<file path="config.mk">
export PLATFORM = sky130hd
export DESIGN_NAME = sfs_ctrl
export DESIGN_NICKNAME = d
export VERILOG_FILES = /design/src/sfs_pkg.sv /design/src/sfs_ctrl.sv
export SDC_FILE = /design/constraint.sdc
export NUM_CORES = 1
export LEC_CHECK = 0
export ABC_AREA = 1
export BUFFER_PORTS_ARGS = -buffer_cell sky130_fd_sc_hd__buf_2
export CAP_MARGIN = 15
export CORE_MARGIN = 2
export CORE_UTILIZATION = 33
export DETAILED_ROUTE_END_ITERATION = 16
export GPL_TIMING_DRIVEN = 0
export HOLD_SLACK_MARGIN = 0.03
export SETUP_SLACK_MARGIN = 0.02
export SYNTH_ARGS = -nofsm -noshare
export SYNTH_HDL_FRONTEND = slang
export SYNTH_SLANG_ARGS = --single-unit
</file>
<file path="constraint.sdc">
create_clock -name clk -period 2.55 [get_ports clk]
set_input_delay 0.1275 -clock clk [delete_from_list [all_inputs] [get_ports clk]]
set_output_delay 0.1275 -clock clk [all_outputs]
set_load 0.1 [all_outputs]
</file>
<file path="src/sfs_pkg.sv">
// Shared types and codes for the sprite frame sequencer.
// No dependencies.
`default_nettype none
package sfs_pkg;
	localparam logic [2:0] OP_TICK     = 3'd0;
	localparam logic [2:0] OP_REGISTER = 3'd1;
	localparam logic [2:0] OP_CREATE   = 3'd2;
	localparam logic [2:0] OP_DESTROY  = 3'd3;
	localparam logic [2:0] OP_QUERY    = 3'd4;

	localparam logic [1:0] STATUS_OK     = 2'd0;
	localparam logic [1:0] STATUS_FULL   = 2'd1;
	localparam logic [1:0] STATUS_UNUSED = 2'd2;

	typedef enum logic [2:0] {RES_NONE, RES_FULL, RES_UNUSED, RES_GRANT, RES_QUERY} res_kind_t;

	typedef struct packed {
		logic [9:0]  texture;
		logic [8:0]  total;
		logic [8:0]  across;
		logic [23:0] period;
		logic [11:0] width;
		logic [11:0] height;
		logic [11:0] org_x;
		logic [11:0] org_y;
		logic        repeats;
	} pattern_t;

	typedef struct packed {
		logic [7:0]  pattern;
		logic [7:0]  frame;
		logic [31:0] acc;
	} player_t;

	typedef struct packed {
		logic      capture;
		logic      idx_clr;
		logic      idx_inc;
		logic      ply_rd_idx;
		logic      ply_rd_slot;
		logic      pat_rd;
		logic      tick_cmp;
		logic      tick_wr;
		logic      pat_claim;
		logic      ply_claim;
		logic      ply_free;
		logic      div_start;
		logic      div_step;
		logic      q_mul;
		logic      emit;
		res_kind_t kind;
	} sfs_cmd_t;

	typedef struct packed {
		logic [2:0] op;
		logic       pat_idx_used;
		logic       ply_idx_used;
		logic       pat_scan_end;
		logic       ply_scan_end;
		logic       slot_pat_ok;
		logic       slot_ply_ok;
		logic       qpat_used;
		logic       div_last;
	} sfs_stat_t;
endpackage
`default_nettype wire

</file>
<file path="src/sfs_ctrl.sv">
// Controller state machine of the sprite frame sequencer.
// Depends on sfs_pkg; drives sfs_datapath through command and status structs.
`default_nettype none
module sfs_ctrl (
	input  wire logic             clk,
	input  wire logic             arst_n,
	input  wire logic             in_valid,
	output logic                  in_ready,
	output logic                  out_valid,
	input  wire logic             out_ready,
	output sfs_pkg::sfs_cmd_t     cmd,
	input  wire sfs_pkg::sfs_stat_t st
);
	import sfs_pkg::*;

	typedef enum logic [3:0] {
		S_IDLE, S_DISPATCH, S_T_CHK, S_T_PAT, S_T_CMP, S_T_WR, S_R_SCAN, S_C_SCAN,
		S_Q_PLY, S_Q_PAT, S_Q_DIV, S_Q_MUL, S_EMIT
	} state_t;

	state_t    state_q;
	res_kind_t kind_q;
	logic      fire;

	assign fire = (state_q == S_EMIT) && (!out_valid || out_ready);

	always_comb begin
		cmd = '0;
		cmd.kind = kind_q;
		cmd.emit = fire;
		in_ready = (state_q == S_IDLE);
		unique case (state_q)
			S_IDLE: begin
				cmd.capture = in_valid;
				cmd.idx_clr = in_valid;
			end
			S_DISPATCH: begin
				cmd.ply_free    = (st.op == OP_DESTROY) && st.slot_ply_ok;
				cmd.ply_rd_slot = (st.op == OP_QUERY) && st.slot_ply_ok;
			end
			S_T_CHK: begin
				cmd.ply_rd_idx = !st.ply_scan_end && st.ply_idx_used;
				cmd.idx_inc    = !st.ply_scan_end && !st.ply_idx_used;
			end
			S_T_PAT: cmd.pat_rd = 1'b1;
			S_T_CMP: cmd.tick_cmp = 1'b1;
			S_T_WR: begin
				cmd.tick_wr = 1'b1;
				cmd.idx_inc = 1'b1;
			end
			S_R_SCAN: begin
				cmd.pat_claim = !st.pat_scan_end && !st.pat_idx_used;
				cmd.idx_inc   = !st.pat_scan_end && st.pat_idx_used;
			end
			S_C_SCAN: begin
				cmd.ply_claim = !st.ply_scan_end && !st.ply_idx_used;
				cmd.idx_inc   = !st.ply_scan_end && st.ply_idx_used;
			end
			S_Q_PLY: cmd.pat_rd = 1'b1;
			S_Q_PAT: cmd.div_start = st.qpat_used;
			S_Q_DIV: cmd.div_step = 1'b1;
			S_Q_MUL: cmd.q_mul = 1'b1;
			S_EMIT: ;
			default: ;
		endcase
	end

	always_ff @(posedge clk or negedge arst_n) begin
		if (!arst_n) begin
			state_q   <= S_IDLE;
			kind_q    <= RES_NONE;
			out_valid <= 1'b0;
		end else begin
			if (fire)
				out_valid <= 1'b1;
			else if (out_ready)
				out_valid <= 1'b0;
			unique case (state_q)
				S_IDLE: if (in_valid) state_q <= S_DISPATCH;
				S_DISPATCH: begin
					unique case (st.op)
						OP_TICK: state_q <= S_T_CHK;
						OP_REGISTER: state_q <= S_R_SCAN;
						OP_CREATE: begin
							if (st.slot_pat_ok) begin
								state_q <= S_C_SCAN;
							end else begin
								kind_q  <= RES_UNUSED;
								state_q <= S_EMIT;
							end
						end
						OP_DESTROY: begin
							kind_q  <= st.slot_ply_ok ? RES_NONE : RES_UNUSED;
							state_q <= S_EMIT;
						end
						OP_QUERY: begin
							if (st.slot_ply_ok) begin
								state_q <= S_Q_PLY;
							end else begin
								kind_q  <= RES_UNUSED;
								state_q <= S_EMIT;
							end
						end
						default: begin
							kind_q  <= RES_NONE;
							state_q <= S_EMIT;
						end
					endcase
				end
				S_T_CHK: begin
					if (st.ply_scan_end) begin
						kind_q  <= RES_NONE;
						state_q <= S_EMIT;
					end else if (st.ply_idx_used) begin
						state_q <= S_T_PAT;
					end
				end
				S_T_PAT: state_q <= S_T_CMP;
				S_T_CMP: state_q <= S_T_WR;
				S_T_WR: state_q <= S_T_CHK;
				S_R_SCAN, S_C_SCAN: begin
					if (st.pat_scan_end && state_q == S_R_SCAN) begin
						kind_q  <= RES_FULL;
						state_q <= S_EMIT;
					end else if (st.ply_scan_end && state_q == S_C_SCAN) begin
						kind_q  <= RES_FULL;
						state_q <= S_EMIT;
					end else if ((state_q == S_R_SCAN && !st.pat_idx_used)
							|| (state_q == S_C_SCAN && !st.ply_idx_used)) begin
						kind_q  <= RES_GRANT;
						state_q <= S_EMIT;
					end
				end
				S_Q_PLY: state_q <= S_Q_PAT;
				S_Q_PAT: begin
					if (st.qpat_used) begin
						state_q <= S_Q_DIV;
					end else begin
						kind_q  <= RES_UNUSED;
						state_q <= S_EMIT;
					end
				end
				S_Q_DIV: if (st.div_last) state_q <= S_Q_MUL;
				S_Q_MUL: begin
					kind_q  <= RES_QUERY;
					state_q <= S_EMIT;
				end
				S_EMIT: if (fire) state_q <= S_IDLE;
				default: state_q <= S_IDLE;
			endcase
		end
	end
endmodule
`default_nettype wire

</file>
==> results.sh, run 1 <==
export IMPL_outcome="finished, final reports clean"
export IMPL_drv_max_cap_violation_count=0
export IMPL_pwr_share_seq_pct=15.8
export IMPL_floorplan_die_width_um=55.56
export IMPL_core_region_um2=2500
export IMPL_top_level_ports=35
export IMPL_vias_in_the_first_global_route=932
export IMPL_end_kind="output pin"
export IMPL_synthesis_instances=143
export IMPL_place_area_um2=1100
export IMPL_timing_max_transition_violations_final=0
export IMPL_clock_tree_root_cell="clkbuf_4"
export IMPL_detail_route_drc_violations=0
export IMPL_synth_top_area_cell="dfrtp_1"
export IMPL_layout_worst_path_cycle_share_pct=78.76
export IMPL_cts_repair_timing_setup_buffer_count=0
export IMPL_crit_path_top_delay_cell="dfrtp_1"
export IMPL_timing_critical_path_slowest_cell_delay_ns=0.50
export IMPL_grt_setup_unrepaired="no"
export IMPL_postRouteAntennaNets=0
export IMPL_grt_first_pass_wirelength_um=3988
export IMPL_final_cell_area_um2=1132
export IMPL_syn_area_per_cell_um2=6.134
export IMPL_drt_iter0_drc=22
export IMPL_grt_antenna_before_repair=0
export IMPL_post_drt_wl_per_cell_um=10.64
export IMPL_setup_viol=0
export IMPL_tightest_slew_ns=0.4910
export IMPL_area_sequential_um2=200.2
export IMPL_critical_path_cell_sequence="inv_2, nor2_2, nand3_2, nand2_2, inv_1, nand3b_1, buf_2"
export IMPL_power_ir_vdd_worst_v=0.0009252
export IMPL_post_drt_via_cell_ratio=4.791
export IMPL_cts_buffers_inserted=3
export IMPL_track_usage_pct=15.92
export IMPL_drtPass1Iterations=4
export IMPL_internal_power_mw=0.4836
export IMPL_cp_required_ns=2.42
export IMPL_final_min_clock_period_ns=2.008
export IMPL_fillCellCount=276
export IMPL_synth_area_leaders="dfrtp_1 (23%), nand2_1 (15%), inv_1 (9.0%), nor2_1 (8.6%), nand3_1 (8.0%)"
export IMPL_num_antenna_cells=0
export IMPL_start_util_pct=35.09
export IMPL_clock_tree_htree_level_count=1
export IMPL_report_final_hold_viol_count=0
export IMPL_timing_fmax_mhz=497.9
export IMPL_cts_tree="built"
export IMPL_worst_clock_skew_ns=0.003761
export IMPL_die_area_um2=3086
export IMPL_place_hpwl_um=1934
export IMPL_p_sw_share_pct=69.38
export IMPL_synth_top_area_share_pct=22.82
export IMPL_path_max_fanout=6
export IMPL_p_switching_mw=1.096
export IMPL_number_of_nets_in_the_layout=198
export IMPL_global_route_total_overflow=0
export IMPL_ys_ff_latch=8
export IMPL_fp_dieH_um=55.56
export IMPL_min_path_type="in -> reg"
export IMPL_clk_insertion_delay_late_ns=0.25
export IMPL_commonest_non_fill_non_tap_cell_in_the_layout="nand2_1"
export IMPL_wirelength_um=2244
export IMPL_clk_transition_reported_paths_ns=0.06
export IMPL_comb_power_share_pct=78.2
export IMPL_area_delta_synth_final_pct=29.10
export IMPL_startpoint_kind_of_the_worst_setup_timing_path="register"
export IMPL_p_leak_nw=0.7015
export IMPL_placementRows=18
export IMPL_synthesis_nets=158
export IMPL_power_density_cell_area_nw_per_um2=1395
export IMPL_post_synth_instance_area_um2=877.1
export IMPL_power_clock_fraction_pct=6.0
export IMPL_routabilityCongestion=0.8649
export IMPL_max_slew_margin_rel_pct=67.49
export IMPL_io_buffers=34
export IMPL_ys_warns=0
export IMPL_ctsLongestPathBuffers=2
export IMPL_synth_sequential_area_ratio_pct=22.82
export IMPL_layout_drive_gt1_share_pct=39.23
export IMPL_tritoncts_sink_count=8
export IMPL_multiInputGateArea_um2=580.6
export IMPL_synth_cell_types=24
export IMPL_tns_ns=0
export IMPL_path_class="reg -> out"
export IMPL_final_cell_mix="nand2_1 (35), buf_2 (34), inv_1 (21)"
export IMPL_worst_ep_arrival_time_ns=1.88
export IMPL_layout_core_utilization_pct=45.30
export IMPL_grt_start_max_net_pins=9
export IMPL_detailroute_via_count=1011
[final timing paths]
check	startpoint	to	slack, ns	depth (start not counted)
worst min register to register	kind_q[2]	kind_q[2]	0.46	2
worst max register to register	state_q[3]	state_q[2]	1.11	9
worst max-delay path	state_q[2]	cmd[15]	0.54	7
min in group asynchronous	arst_n	out_valid	0.24	2
max in group asynchronous	arst_n	state_q[2]	2.14	2
worst min-delay path	out_ready	out_valid	0.08	2
[registers in the layout, indices dropped and copies added, names as in the netlist]
signal,flops
out_valid,1
state_q,4
kind_q,3
[per-stage QoR]
step	power, mW	hold WS [ns]	instances	setup slack, ns
2_1_floorplan	1.286	-0.1681	143	0.04670
3_3_place_gp	1.477	-0.02629	207	0.8268
3_5_place_dp	1.485	-0.02072	207	0.8221
4_1_cts	1.585	0.07914	211	0.5368
5_1_grt	1.687	0.08224	211	0.4002
6_report	1.580	0.08495	211	0.5416
[layout make-up]
| type | count | share of cell area, % |
|---|---|---|
| buffer | 2 | 1.326 |
| clock buffer | 3 | 1.989 |
| inverter | 25 | 8.508 |
| multi-input combinational | 108 | 51.27 |
| sequential | 8 | 17.68 |
| tap | 30 | 3.315 |
| timing repair buffer | 35 | 15.91 |
[critical path: cells and delay by family, from the launching register on]
| family | cells | cell delay, ns |
|---|---|---|
| buf+inv | 3 | 0.61 |
| flops | 1 | 0.50 |
| simple gates | 4 | 0.52 |
[repair_timing]
| action | 4_1_cts | 5_1_grt |
|---|---|---|
| hold endpoints to repair | 8 | 0 |
| resized for setup | 0 | 0 |
| hold buffers | 1 | 0 |
[power groups by stage]
stage               Clock, mW  Combinational (mW)  Sequential (mW)
global route            0.110                1.32            0.256
floorplan                   0               0.867            0.420
global placement            0                1.23            0.248
detailed placement          0                1.23            0.251
finish                 0.0947                1.24            0.250
CTS                    0.0987                1.24            0.249
[routing by layer]
layer / global-route usage, % / wire length (µm) / vias up
li1: - / - / 521
met1: 19.52 / 1012 / 448
met2: 26.53 / 1059 / 34
met3: 2.342 / 91 / 8
met4: 8.711 / 79 / 0
met5: 0 / 0 / -
[synth_stat cells]
cell type	instances
nor3_2	1
or2_2	1
dfrtp_1	8
a21oi_1	2
nand3b_1	3
inv_4	1
nand2_1	35
nor3_1	2
nand2_4	3
nor2_1	20
nor2_4	5
nand2_2	7
inv_2	3
o21ai_1	1
inv_1	21
a31oi_1	1
buf_4	2
nand4_1	2
nor2_2	6
nand3_2	1
o21ai_0	1
o21bai_1	1
o22ai_1	2
nand3_1	14
[cell families after synthesis]
family,after synthesis,share of synthesized area (%)
simple gates,100,59.20
buf+inv,27,12.70
flops,8,22.82
compound gates,8,5.278
Note: power is estimated with default switching activity, not from simulation.
==> inputs of run 2 (changes only) <==
==> constraint.sdc (replaced) <==
create_clock -name clk -period 1.9 [get_ports clk]
set_input_delay 0.095 -clock clk [delete_from_list [all_inputs] [get_ports clk]]
set_output_delay 0.095 -clock clk [all_outputs]
set_load 0.1 [all_outputs]
==> results.sh, run 2 (synthesis results as in run 1) <==
export IMPL_tritoncts_sink_count=8
export IMPL_worst_clock_skew_ns=0.002711
export IMPL_max_slew_margin_rel_pct=67.49
export IMPL_report_final_hold_viol_count=0
export IMPL_finalPower_mw=2.217
export IMPL_drtPass1Iterations=4
export IMPL_detail_route_drc_violations=0
export IMPL_clock_tree_htree_level_count=1
export IMPL_pre_cts_worst_setup_slack_ns=0.2057
export IMPL_track_usage_pct=14.77
export IMPL_final_cell_mix="nand2_1 (34), buf_2 (28), inv_1 (21)"
export IMPL_setup_viol=0
export IMPL_top_level_ports=35
export IMPL_grt_antenna_before_repair=0
export IMPL_power_ir_vdd_worst_v=0.001269
export IMPL_num_antenna_cells=0
export IMPL_regMostFlops="state_q"
export IMPL_die_area_um2=3086
export IMPL_commonest_non_fill_non_tap_cell_in_the_layout="nand2_1"
export IMPL_max_ffs_per_register=4
export IMPL_drv_max_cap_violation_count=0
export IMPL_placementRows=18
export IMPL_start_util_pct=35.09
export IMPL_startpoint_kind_of_the_worst_setup_timing_path="register"
export IMPL_path_class="reg -> out"
export IMPL_power_density_cell_area_nw_per_um2=1844
export IMPL_global_route_total_overflow=0
export IMPL_min_path_type="in -> reg"
export IMPL_top_regs="state_q: 4 flops, kind_q: 3 flops, out_valid: 1 flops"
export IMPL_core_region_um2=2500
export IMPL_floorplan_die_width_um=55.56
export IMPL_wirelength_um=2294
export IMPL_timing_max_transition_violations_final=0
export IMPL_vias_in_the_first_global_route=902
export IMPL_ctsLongestPathBuffers=2
export IMPL_drt_iter0_drc=30
export IMPL_area_delta_synth_final_pct=37.09
export IMPL_end_kind="output pin"
export IMPL_grt_first_pass_wirelength_um=3698
export IMPL_clk_insertion_delay_late_ns=0.25
export IMPL_timing_fmax_mhz=551.4
export IMPL_post_drt_wl_per_cell_um=10.82
export IMPL_cts_buffers_inserted=3
export IMPL_cts_tree="built"
export IMPL_grt_start_max_net_pins=9
export IMPL_fp_dieH_um=55.56
export IMPL_grt_setup_unrepaired="yes"
export IMPL_routabilityCongestion=0.8313
export IMPL_finalWorstSetupSlack_ns=0.08659
export IMPL_outcome="finished, final reports clean"
export IMPL_postRouteAntennaNets=0
export IMPL_clk_transition_reported_paths_ns=0.06
export IMPL_io_buffers=34
export IMPL_detailroute_via_count=982
export IMPL_layout_worst_path_cycle_share_pct=95.44
export IMPL_cp_required_ns=1.80
export IMPL_final_min_clock_period_ns=1.813
export IMPL_place_hpwl_um=1996
export IMPL_path_max_fanout=5
export IMPL_post_drt_via_cell_ratio=4.632
export IMPL_worst_ep_arrival_time_ns=1.72
export IMPL_layout_drive_gt1_share_pct=43.41
export IMPL_clock_tree_root_cell="clkbuf_4"
export IMPL_number_of_nets_in_the_layout=198
export IMPL_worst_slack_on_hold_paths_ns=0.03996
export IMPL_p_leak_nw=0.7087
export IMPL_tightest_slew_ns=0.4910
## run 2: timing repair
item / 4_1_cts / 5_1_grt
setup buffers: 0 / 0
hold endpoints to repair: 8 / 0
setup endpoints to repair: 2 / 6
gates resized for setup: 2 / 8
hold buffers: 1 / 0
## run 2: worst paths after layout
path | to | slack (ns) | cells after the start | from
max | cmd[17] | 0.09 | 5 | state_q[1]
min | out_valid | 0.04 | 2 | out_ready
max reg2reg | state_q[2] | 0.41 | 8 | state_q[1]
min reg2reg | kind_q[2] | 0.46 | 2 | kind_q[2]
max in group asynchronous | state_q[2] | 1.51 | 2 | arst_n
min in group asynchronous | out_valid | 0.21 | 2 | arst_n
## run 2: cell type report
class	count	area (µm²)
fillers	265	1297
multi-input cells	108	621.8
flip-flops and latches	8	202.7
repair buffers	35	202.7
inverters	25	96.34
well taps	30	37.54
clock buffers	4	26.28
plain buffers	2	15.01
## run 2: worst max-delay path: stages (launching register included)
cell      delay, ns
dfrtp_1        0.44
inv_2          0.12
nand2_1        0.22
nor3_4         0.24
buf_4          0.13
clkbuf_4       0.31
## run 2: report_power, final
part           internal, mW  switching [mW]  leakage [nW]
sequential            0.248          0.0912         0.102
clock                0.0805          0.0597        0.0150
combinational         0.371            1.37         0.592
total                 0.699            1.52         0.709
## run 2: routing by layer
metal,up-vias,part of all wire (%),track usage (%)
li1,523,-,-
met1,436,47,18.73
met2,23,49,25.51
met3,0,4.3,3.279
met4,0,0,3.136
met5,-,0,0
## run 2: metrics by stage
step	cells	instance area [µm²]	TNS (ns)	util [%]
detailed placement	207	1137	0	45.50
CTS	212	1179	0	47.15
global route	212	1202	-0.004689	48.10
finish	212	1202	0	48.10
global placement	207	1137	0	45.50
floorplan	143	929.6	-1.043	-
